### config.mk
export PLATFORM = sky130hd
export DESIGN_NAME = pbe_queue
export DESIGN_NICKNAME = d
export VERILOG_FILES = /design/src/sv/pbe_pkg.sv /design/src/sv/pbe_queue.sv
export SDC_FILE = /design/constraint.sdc
export NUM_CORES = 1
export LEC_CHECK = 0
export ABC_AREA = 1
export BUFFER_PORTS_ARGS = -buffer_cell sky130_fd_sc_hd__buf_2
export CORE_AREA = 5 5 307 309
export CTS_CLUSTER_DIAMETER = 80
export DETAILED_ROUTE_END_ITERATION = 6
export DIE_AREA = 0 0 312 314
export PLACE_DENSITY = 0.53
export SLEW_MARGIN = 20
export SYNTH_ARGS = -nofsm -noshare
export SYNTH_HDL_FRONTEND = slang
export SYNTH_SLANG_ARGS = --single-unit
### constraint.sdc
create_clock -name clk -period 10.5 [get_ports clk]
set_input_delay 0.525 -clock clk [delete_from_list [all_inputs] [get_ports clk]]
set_output_delay 0.525 -clock clk [all_outputs]
set_load 0.05 [all_outputs]
### src/sv/pbe_pkg.sv
// Shared types, constants and elaboration-time helpers for the Phong BRDF block.
// No dependencies; imported by every module of the block.
`default_nettype none
package pbe_pkg;

  localparam int VECTOR_FRAC_BITS = 14;
  localparam int RESULT_FRAC_BITS = 16;

  localparam int IN_W  = 144;   // nine 16-bit vector components
  localparam int OUT_W = 96;    // four 24-bit results

  localparam int QUEUE_DEPTH = 4;
  localparam int QPTR_W      = $clog2(QUEUE_DEPTH);
  localparam int QCNT_W      = $clog2(QUEUE_DEPTH + 1);

  localparam logic [30:0] INV_PI_Q32 = 31'd1367130551;   // round(2^32/pi)
  localparam logic [30:0] ONE_Q30    = 31'h4000_0000;
  localparam logic [16:0] KS_ONE     = 17'd65536;
  localparam logic [15:0] SHIN_MIN   = 16'd256;
  localparam logic [23:0] OUT_MAX    = 24'hFF_FFFF;

  localparam logic [15:0] ALBEDO_RST = 16'd52429;
  localparam logic [16:0] KS_RST     = 17'd19661;
  localparam logic [15:0] SHIN_RST   = 16'd8192;

  typedef enum logic [2:0] {
    CFG_ALBEDO_RED   = 3'd0,
    CFG_ALBEDO_GREEN = 3'd1,
    CFG_ALBEDO_BLUE  = 3'd2,
    CFG_SPEC_WEIGHT  = 3'd3,
    CFG_SHININESS    = 3'd4
  } cfg_idx_t;

  // classified item handed from the front end to the back end
  typedef struct packed {
    logic              zero;     // light below surface
    logic [32:0]       ct;       // wi.n, signed
    logic [32:0]       dwn;      // wo.n, signed
    logic [2:0][15:0]  nv;
    logic [2:0][15:0]  wo;
    logic [2:0][15:0]  wi;
  } fitem_t;

  // diffuse sideband carried alongside the specular pipeline
  typedef struct packed {
    logic        zero;
    logic [34:0] d32;
  } side_t;

  // clamped configuration seen by the datapath
  typedef struct packed {
    logic [16:0] ks;
    logic [16:0] kd;
    logic [15:0] n;
  } cfg_t;

  function automatic logic [63:0] isqrt_f(input logic [63:0] x);
    logic [63:0] v;
    logic [63:0] res;
    logic [63:0] bt;
    v   = x;
    res = '0;
    bt  = 64'h4000_0000_0000_0000;
    for (int i = 0; i < 32; i++) begin
      if (v >= res + bt) begin
        v   = v - res - bt;
        res = (res >> 1) + bt;
      end else begin
        res = res >> 1;
      end
      bt = bt >> 2;
    end
    return res;
  endfunction

  // Q30 factor 2^(-2^-k), built by repeated square roots
  function automatic logic [29:0] exp_coef(input int k);
    logic [63:0] c;
    c = isqrt_f(64'd1 << 59);
    for (int j = 1; j < k; j++) begin
      c = isqrt_f(c << 30);
    end
    return c[29:0];
  endfunction

endpackage
`default_nettype wire

### src/sv/pbe_queue.sv
// Short FIFO of classified items between the front and back ends.
// Depends on pbe_pkg.
`default_nettype none
module pbe_queue (
  input  logic             clk,
  input  logic             rst_n,
  input  logic             push,
  input  pbe_pkg::fitem_t  push_item,
  output logic             full,
  input  logic             pop,
  output logic             empty,
  output pbe_pkg::fitem_t  head_item
);
  import pbe_pkg::*;

  fitem_t              q_mem_r [QUEUE_DEPTH];
  logic [QPTR_W-1:0]   wr_ptr_r;
  logic [QPTR_W-1:0]   rd_ptr_r;
  logic [QCNT_W-1:0]   cnt_r;
  logic [QCNT_W-1:0]   cnt_nxt;

  assign full      = (cnt_r == QCNT_W'(QUEUE_DEPTH));
  assign empty     = (cnt_r == '0);
  assign head_item = q_mem_r[rd_ptr_r];

  always_comb begin
    cnt_nxt = cnt_r;
    if (push && !pop) cnt_nxt = cnt_r + 1'b1;
    if (pop && !push) cnt_nxt = cnt_r - 1'b1;
  end

  always_ff @(posedge clk) begin
    if (!rst_n) begin
      wr_ptr_r <= '0;
      rd_ptr_r <= '0;
      cnt_r    <= '0;
    end else begin
      if (push) wr_ptr_r <= wr_ptr_r + 1'b1;
      if (pop)  rd_ptr_r <= rd_ptr_r + 1'b1;
      cnt_r <= cnt_nxt;
    end
  end

  always_ff @(posedge clk) begin
    if (push) q_mem_r[wr_ptr_r] <= push_item;
  end

  a_full_ptrs: assert property (@(posedge clk) disable iff (!rst_n)
    full |-> (wr_ptr_r == rd_ptr_r))
    else $error("queue full but pointers differ");

  a_part_ptrs: assert property (@(posedge clk) disable iff (!rst_n)
    (!full && !empty) |-> (wr_ptr_r != rd_ptr_r))
    else $error("queue partly filled but pointers equal");

endmodule
`default_nettype wire

==> metrics.cfg <==
[setup_path]
path_max_fanout=80
end_kind=primary output
crit_chain=buf_4 -> buf_4 -> buf_12 -> o21ai_0 -> o22ai_1 -> buf_2
r2r_start=wr_ptr_r[1]
timing.rr.end=q_mem_r[1][41]
max_stage_delay_ns=0.86
cp.required_ns=9.98
critPathLaunchType=register
crit_end=head_item[81]
arrival_ns=4.16
rr_worst_depth=6
crit_slowest_cell=dfxtp_4
rrSetupSlack_ns=7.17
cp_common_cell=buf_4
critical_path_class=register to primary output

[cells_and_area]
drive_above_1_share_pct=22.3
nets=2718
fin_area_um2=37300
utilization_pct=41.0
seq_area_um2=25500
fill_cells=8365
finalNonFillerCells=3761
area_growth_pct=18.1
multi_input_area_um2=5220

[timing]
clock_skew_ns=0.0197
min_period_ns=4.68
fin_crit_sh_pct=44.6
tns_ns=0
fmax_mhz=214
rsz0062_at_grt=false
tightestPinTransition_ns=1.07
setup_viol=0
slew_headroom_pct=28.7
fin_ws_ns=5.82
finalHoldViolCount=0
drv_slew=0

[pwr]
power_density_nw_per_um2=210
vdd_drop_max_uv=134
p_leak_nw=12.7

[synth]
synth_edf_count=844
ys_ff_latch=853
synth_common_cells=edfxtp_1 (844), nor2_1 (425), o21ai_0 (374)
ys_warn_count=0
async_flop_share_pct=0
synth_top_area_cell=edfxtp_1
synth.net_count=2318
synth.distinct_cells=21
netlist_top_cells_area=edfxtp_1 (80%), o21ai_0 (5.9%), nor2_1 (5.0%)
synth_seq_area_share_pct=80.8
syn_inst=2097
synth.most_common_cell=edfxtp_1
synth_top_area_share_pct=80.2
synth.cell_area_um2=31600
synthFlopType=edfxtp_1
avgSynthCellArea_um2=15.1

[drt]
ant_nets=0
wl_per_cell_um=21.7
routed_via_density=5.08
drtIter0Drc=1562
first_pass_iters=7
wl_mm=81.7
num_vias=19100
drc=2

[min_path]
min_path_type=input port to register

[clock_tree]
clock_path_buffers=3
holdBufCountCts=0
htree_levels=3
clockRootBuffer=clkbuf_16
cts.sinks=853
clk_latency_ns=0.65
cts_tree=done
post-cts-setup-buffers=0
ctsResizeCount=0
cts_made_buffers=90
path_clk_slew_ns=0.06

[run_status]
status=finished with violations
failed_checks=design-rule violations

[place]
dp_hpwl_mm=46.5
io_buffers=427
post-place-cells=3590
place.gp.congestion=0.770
place_ws_ns=6.23
postPlaceCellArea_um2=34600

[grt]
grt_max_degree=232
grt_pass1_vias=18900
gr-total-overflow=0
antenna_found_initial=15
grt_pass1_wl_mm=120
track_usage_pct=16.0

[floorplan]
die_x_um=312
io-pin-count=428
die_area_um2=98000
placementRows=111
coreArea_um2=91100
die_height_um=314
start_util_pct=34.7

[run]
cap_violations=0

-- cells in the final DEF (no fill, tap or decap) --
cell type and instances:
diode_2 10, nand4_1 1, buf_2 427, dfxtp_4 2, ha_1 5, edfxtp_1 844, buf_12 1, nand2_1 9
o21ai_0 374, fa_1 1, a21oi_1 5, o22ai_1 211, o21ai_1 54, clkinv_4 1, clkbuf_16 91, clkinv_1 26
inv_6 7, bufinv_16 2, nor2_1 425, buf_4 19, clkbuf_1 16, nor3_1 2, inv_8 4, clkinvlp_4 5
inv_1 11, dfxtp_1 7, nand3_1 1, clkinv_8 1, clkinv_2 13
-- cells by family after synthesis --
logic type,synth area share (%)
and+or+nand+nor,5.22
AOI/OAI and AO/OA,11.0
adders and majority gates,0.261
DFF,80.8
buffers and inverters,2.72
-- power breakdown --
| part | switching [W] | internal (W) | leakage (nW) |
|---|---|---|---|
| clock | 0.00126 | 0.00163 | 1.29 |
| sequential | 0.0000411 | 0.00390 | 7.83 |
| combinational | 0.000817 | 0.000203 | 3.60 |
-- stage by stage --
stage          power, W  hold slack, ns
2_1_floorplan   0.00473           0.412
3_3_place_gp    0.00503           0.413
3_5_place_dp    0.00505           0.438
4_1_cts         0.00795          0.0257
5_1_grt         0.00816          0.0438
6_report        0.00785          0.0880
-- worst max-delay path: cells and delay by family (launching register included) --
kind,cells,cell delay (ns)
compound gates,2,0.51
flops,1,0.86
buf+inv,4,1.97
-- state kept, by name, summed over array words and instances (netlist names), named ones only --
name and count:
cnt_r 3, rd_ptr_r 2, wr_ptr_r 2, q_mem_r 844
-- area by class of cell --
cell class                      count  share of cell area (%)
Tap cell                         1186                    3.98
Inverter                           17                   0.298
Clock buffer                      107                    6.26
Clock inverter                     53                   0.861
Multi-Input combinational cell   1088                    14.0
Sequential cell                   853                    68.4
Timing Repair Buffer              447                    6.16
Antenna cell                       10                  0.0670
-- routing by layer --
layer  global-route usage (%)  vias to the layer above  part of all wire, %
met4                     5.98                        6                  3.2
met1                     19.5                     9640                   39
li1                         -                     8787                    -
met2                     28.1                      523                   52
met3                     3.44                      159                  5.3
met5                        0                        -                0.050
-- worst min path at each step --
stage	slack, ns	startpoint	endpoint	cells past startpoint
global route	0.04	push_item[21]	q_mem_r[0][21]	1
detailed placement	0.44	rd_ptr_r[1]	register	1
finish	0.09	push_item[16]	q_mem_r[1][16]	1
floorplan	0.41	rd_ptr_r[1]	register	1
CTS	0.03	push_item[205]	q_mem_r[2][205]	1
global placement	0.41	rd_ptr_r[1]	register	1
Note: power is estimated with default switching activity, not from simulation.
