**src/sv/pbe_pkg.sv**
```systemverilog
// Shared types, constants and elaboration-time helpers for the Phong BRDF block.
// No dependencies; imported by every module of the block.
`default_nettype none
package pbe_pkg;

  localparam int VECTOR_FRAC_BITS = 14;
  localparam int RESULT_FRAC_BITS = 16;

  localparam int IN_W  = 144;   // nine 16-bit vector components
  localparam int OUT_W = 96;    // four 24-bit results

  localparam int QUEUE_DEPTH = 4;
  localparam int QPTR_W      = $clog2(QUEUE_DEPTH);
  localparam int QCNT_W      = $clog2(QUEUE_DEPTH + 1);

  localparam logic [30:0] INV_PI_Q32 = 31'd1367130551;   // round(2^32/pi)
  localparam logic [30:0] ONE_Q30    = 31'h4000_0000;
  localparam logic [16:0] KS_ONE     = 17'd65536;
  localparam logic [15:0] SHIN_MIN   = 16'd256;
  localparam logic [23:0] OUT_MAX    = 24'hFF_FFFF;

  localparam logic [15:0] ALBEDO_RST = 16'd52429;
  localparam logic [16:0] KS_RST     = 17'd19661;
  localparam logic [15:0] SHIN_RST   = 16'd8192;

  typedef enum logic [2:0] {
    CFG_ALBEDO_RED   = 3'd0,
    CFG_ALBEDO_GREEN = 3'd1,
    CFG_ALBEDO_BLUE  = 3'd2,
    CFG_SPEC_WEIGHT  = 3'd3,
    CFG_SHININESS    = 3'd4
  } cfg_idx_t;

  // classified item handed from the front end to the back end
  typedef struct packed {
    logic              zero;     // light below surface
    logic [32:0]       ct;       // wi.n, signed
    logic [32:0]       dwn;      // wo.n, signed
    logic [2:0][15:0]  nv;
    logic [2:0][15:0]  wo;
    logic [2:0][15:0]  wi;
  } fitem_t;

  // diffuse sideband carried alongside the specular pipeline
  typedef struct packed {
    logic        zero;
    logic [34:0] d32;
  } side_t;

  // clamped configuration seen by the datapath
  typedef struct packed {
    logic [16:0] ks;
    logic [16:0] kd;
    logic [15:0] n;
  } cfg_t;

  function automatic logic [63:0] isqrt_f(input logic [63:0] x);
    logic [63:0] v;
    logic [63:0] res;
    logic [63:0] bt;
    v   = x;
    res = '0;
    bt  = 64'h4000_0000_0000_0000;
    for (int i = 0; i < 32; i++) begin
      if (v >= res + bt) begin
        v   = v - res - bt;
        res = (res >> 1) + bt;
      end else begin
        res = res >> 1;
      end
      bt = bt >> 2;
    end
    return res;
  endfunction

  // Q30 factor 2^(-2^-k), built by repeated square roots
  function automatic logic [29:0] exp_coef(input int k);
    logic [63:0] c;
    c = isqrt_f(64'd1 << 59);
    for (int j = 1; j < k; j++) begin
      c = isqrt_f(c << 30);
    end
    return c[29:0];
  endfunction

endpackage
`default_nettype wire

```
**src/sv/pbe_front.sv**
```systemverilog
// Front end: input register that takes items and works out wi.n and wo.n.
// Depends on pbe_pkg.
`default_nettype none
module pbe_front (
  input  logic                       clk,
  input  logic                       rst_n,
  input  logic                       in_valid,
  output logic                       in_ready,
  input  logic [pbe_pkg::IN_W-1:0]   in_data,
  input  logic                       q_full,
  output logic                       push,
  output pbe_pkg::fitem_t            push_item
);
  import pbe_pkg::*;

  logic            f_valid_r;
  fitem_t          f_item_r;
  fitem_t          f_item_nxt;
  logic signed [15:0] nv [3];
  logic signed [15:0] wo [3];
  logic signed [15:0] wi [3];
  logic signed [31:0] pc [3];
  logic signed [31:0] pd [3];
  logic signed [32:0] ct;
  logic signed [32:0] dwn;

  assign in_ready = !f_valid_r || !q_full;
  assign push     = f_valid_r && !q_full;
  assign push_item = f_item_r;

  always_comb begin
    for (int i = 0; i < 3; i++) begin
      nv[i] = $signed(in_data[16*i +: 16]);
      wo[i] = $signed(in_data[48 + 16*i +: 16]);
      wi[i] = $signed(in_data[96 + 16*i +: 16]);
      pc[i] = wi[i] * nv[i];
      pd[i] = wo[i] * nv[i];
    end
    ct  = 33'(pc[0]) + 33'(pc[1]) + 33'(pc[2]);
    dwn = 33'(pd[0]) + 33'(pd[1]) + 33'(pd[2]);
    f_item_nxt.zero = (ct <= 33'sd0);
    f_item_nxt.ct   = ct;
    f_item_nxt.dwn  = dwn;
    for (int i = 0; i < 3; i++) begin
      f_item_nxt.nv[i] = nv[i];
      f_item_nxt.wo[i] = wo[i];
      f_item_nxt.wi[i] = wi[i];
    end
  end

  always_ff @(posedge clk) begin
    if (!rst_n) begin
      f_valid_r <= 1'b0;
    end else if (in_ready) begin
      f_valid_r <= in_valid;
    end
  end

  always_ff @(posedge clk) begin
    if (in_ready && in_valid) begin
      f_item_r <= f_item_nxt;
    end
  end

endmodule
`default_nettype wire

```
**config.mk**
```make
export PLATFORM = sky130hd
export DESIGN_NAME = pbe_front
export DESIGN_NICKNAME = d
export VERILOG_FILES = /design/src/sv/pbe_pkg.sv /design/src/sv/pbe_front.sv
export SDC_FILE = /design/constraint.sdc
export NUM_CORES = 2
export LEC_CHECK = 0
export ABC_AREA = 0
export BUFFER_PORTS_ARGS = -buffer_cell sky130_fd_sc_hd__clkbuf_2
export CAP_MARGIN = 40
export CORE_AREA = 4 4 414 334
export CTS_CLUSTER_DIAMETER = 100
export DETAILED_ROUTE_END_ITERATION = 10
export DIE_AREA = 0 0 418 338
export PLACE_DENSITY_LB_ADDON = 0.05
export SLEW_MARGIN = 20
export SYNTH_ARGS = -nofsm -noshare
export SYNTH_HDL_FRONTEND = slang
export SYNTH_SLANG_ARGS = --single-unit
```
**constraint.sdc**
```tcl
create_clock -name clk -period 26.5 [get_ports clk]
set_clock_uncertainty 0.15 [all_clocks]
set_input_delay 3.975 -clock clk [delete_from_list [all_inputs] [get_ports clk]]
set_output_delay 3.975 -clock clk [all_outputs]
set_load 0.01 [all_outputs]
```
==> impl_metrics.py <==
metrics = {
    "yosys": {
        "ys_ff_latch": 212,
        "synth_nets": 9009,
        "syn_inst": 6632,
        "ys_seq_area_share_pct": 9.54,
        "ys.warnings.count": 0,
        "syn_area_per_cell_um2": 10.0,
        "ys_async_sr_fraction_pct": 0,
        "ys_types": 67,
        "ys.flop_type": "edfxtp_1",
        "synth-edff-count": 211,
        "syn-cell-area_um2": 66600,
    },
    "route": {
        "wirelength_mm": 202,
        "via_per_inst": 5.12,
        "drt_iter0_markers": 3472,
        "firstDrtPassIters": 5,
        "drc": 0,
        "wl_per_cell_um": 23.5,
        "drtAntennaViolNets": 0,
        "num_vias": 44100,
    },
    "finish": {
        "multi_input_area_um2": 51800,
        "fin_nets": 9205,
        "drive_above_1_share_pct": 6.95,
        "layout_commonest_cell": "inv_1",
        "fin_util_pct": 53.2,
        "most-common-layout-cells": "2,001 x inv_1, 1,835 x fa_1, 906 x nand2_1",
        "seq_area_um2": 6360,
        "diodes": 0,
        "syn_to_final_growth_pct": 6.90,
        "n_fill_cell": 12300,
    },
    "die": {
        "io_pins": 361,
        "initial_core_util_pct": 49.8,
        "die_width_um": 418,
        "die_h_um": 338,
        "die_area_um2": 141000,
        "rows": 120,
        "core_um2": 134000,
    },
    "placement": {
        "gp_congestion": 0.911,
        "portBuffers": 360,
        "dp_hpwl_mm": 171,
    },
    "min_path": {
        "holdPathStages": 2,
        "hold_class": "reg2reg",
        "min_to": "f_valid_r",
        "min_from": "f_valid_r",
    },
    "clock_tree": {
        "clock_latency_ns": 0.65,
        "hold_buffers": 0,
        "cts_max_path_buffers": 3,
        "cts-resized-gates": 0,
        "cts_buffers": 30,
        "clockRootBuffer": "clkbuf_16",
        "cts_max_level": 1,
        "cts_tree": "yes",
        "cts_sinks": 212,
        "path_clk_slew_ns": 0.07,
        "cts_setup_buffers": 0,
    },
    "critical_path": {
        "crit_path_top_delay_cell": "clkinv_1",
        "r2r_cells": 3,
        "r2r_slack_ns": 24.20,
        "max_stage_delay_ns": 0.74,
        "criticalPathCategory": "in2reg",
        "worstReg2RegStart": "f_valid_r",
        "worstPathRequired_ns": 26.81,
        "r2r_end": "push_item[69]",
        "cp-end-kind": "flop",
        "critical_path.max_fanout": 25,
        "crit_top_cell": "fa_1",
        "cp.arrival_ns": 13.19,
        "setup.worst_path.start_class": "primary input",
    },
    "grt": {
        "grt_max_degree": 109,
        "grt_usage_pct": 29.7,
        "overflow": 0,
        "antenna_found_initial": 4,
        "grt_pass1_vias": 46200,
        "grt_first_pass_wirelength_mm": 308,
    },
    "timing": {
        "worst_pin_slew_ns": 0.994,
        "holdWs_ns": 0.390,
        "slew_headroom_pct": 33.7,
        "fmax_ghz": 0.0776,
        "rsz0062_at_grt": "no",
        "tns_ns": 0,
        "post-route-period-util_pct": 48.6,
        "slew_violations": 0,
        "setup_viol": 0,
        "hold_viol_final": 0,
        "post-route-min-period_ns": 12.88,
    },
    "run": {
        "drv_cap": 0,
    },
    "run_status": {
        "outcome": "completed",
    },
}
-- cells by family after synthesis --
family	count (synthesis)	synth area share, %
buffers and inverters	2248	12.7
adder cells (fa/ha/maj)	2229	62.5
AND/OR/NAND/NOR	1668	12.1
flip-flops	212	9.54
AO/OA/AOI/OAI	170	1.74
XOR/XNOR	104	1.37
multiplexers	1	0.0150
-- per-layer routing --
metal | up-vias | routed length, µm | share of wire [%] | track usage, %
li1 | 19000 | - | - | -
met1 | 23200 | 102000 | 50 | 50.2
met2 | 1755 | 72400 | 36 | 36.2
met3 | 114 | 25000 | 12 | 10.6
met4 | 2 | 2760 | 1.4 | 3.54
met5 | - | 13 | 0.0064 | 0
-- registers in the layout, summed over array words and instances (netlist names) --
name / cells
f_valid_r: 1
push_item: 211
-- layout make-up --
cell class / instances / share of cell area (%)
clock buffer: 35 / 1.11
clock inverter: 20 / 0.234
inverter: 2002 / 10.6
multi-input combinational: 4172 / 72.8
sequential: 212 / 8.93
tap: 1769 / 3.11
timing repair buffer: 410 / 3.31
-- worst max-delay path: cells and delay by family --
family	cells	cell delay, ns
XOR/XNOR	1	0.13
AND/OR/NAND/NOR	6	2.12
adder cells (fa/ha/maj)	10	4.76
buffers and inverters	5	1.41
AO/OA/AOI/OAI	3	0.78
-- worst max-delay path by stage --
stage	from	to	slack (ns)	depth (start not counted)
6_report	in_data[31]	push_item[210]	13.62	25
5_1_grt	in_data[31]	push_item[210]	13.23	25
4_1_cts	in_data[32]	push_item[210]	13.58	27
3_5_place_dp	in_data[32]	push_item[210]	12.88	27
3_3_place_gp	in_data[34]	push_item[210]	12.90	25
2_1_floorplan	in_data[143]	push_item[210]	13.92	27
-- cells in the mapped netlist, types with 15 or more instances --
cell type | count | area, µm²
a21o_1 | 20 | 150
a21oi_1 | 44 | 220
and2_1 | 575 | 3600
clkbuf_1 | 244 | 916
edfxtp_1 | 211 | 6340
fa_1 | 1835 | 36700
ha_1 | 394 | 4930
inv_1 | 2001 | 7510
nand2_1 | 906 | 3400
nand2b_1 | 63 | 394
nand3_1 | 15 | 75.1
nor2_1 | 39 | 146
nor2b_1 | 32 | 200
o21ai_0 | 30 | 150
xnor2_1 | 84 | 736
xor2_1 | 20 | 175
-- per-stage QoR --
stage	worst slack (ns)	std cells	instance area, µm²
after floorplan	13.92	6632	66600
after global placement	12.90	8552	70000
after CTS	13.58	8616	71100
after detailed placement	12.88	8561	70200
final	13.62	8620	71200
after global routing	13.23	8620	71200
Power is left out: the tool's default activity adds up to more than one toggle a clock period on the data nets, which glitch-free logic cannot reach.
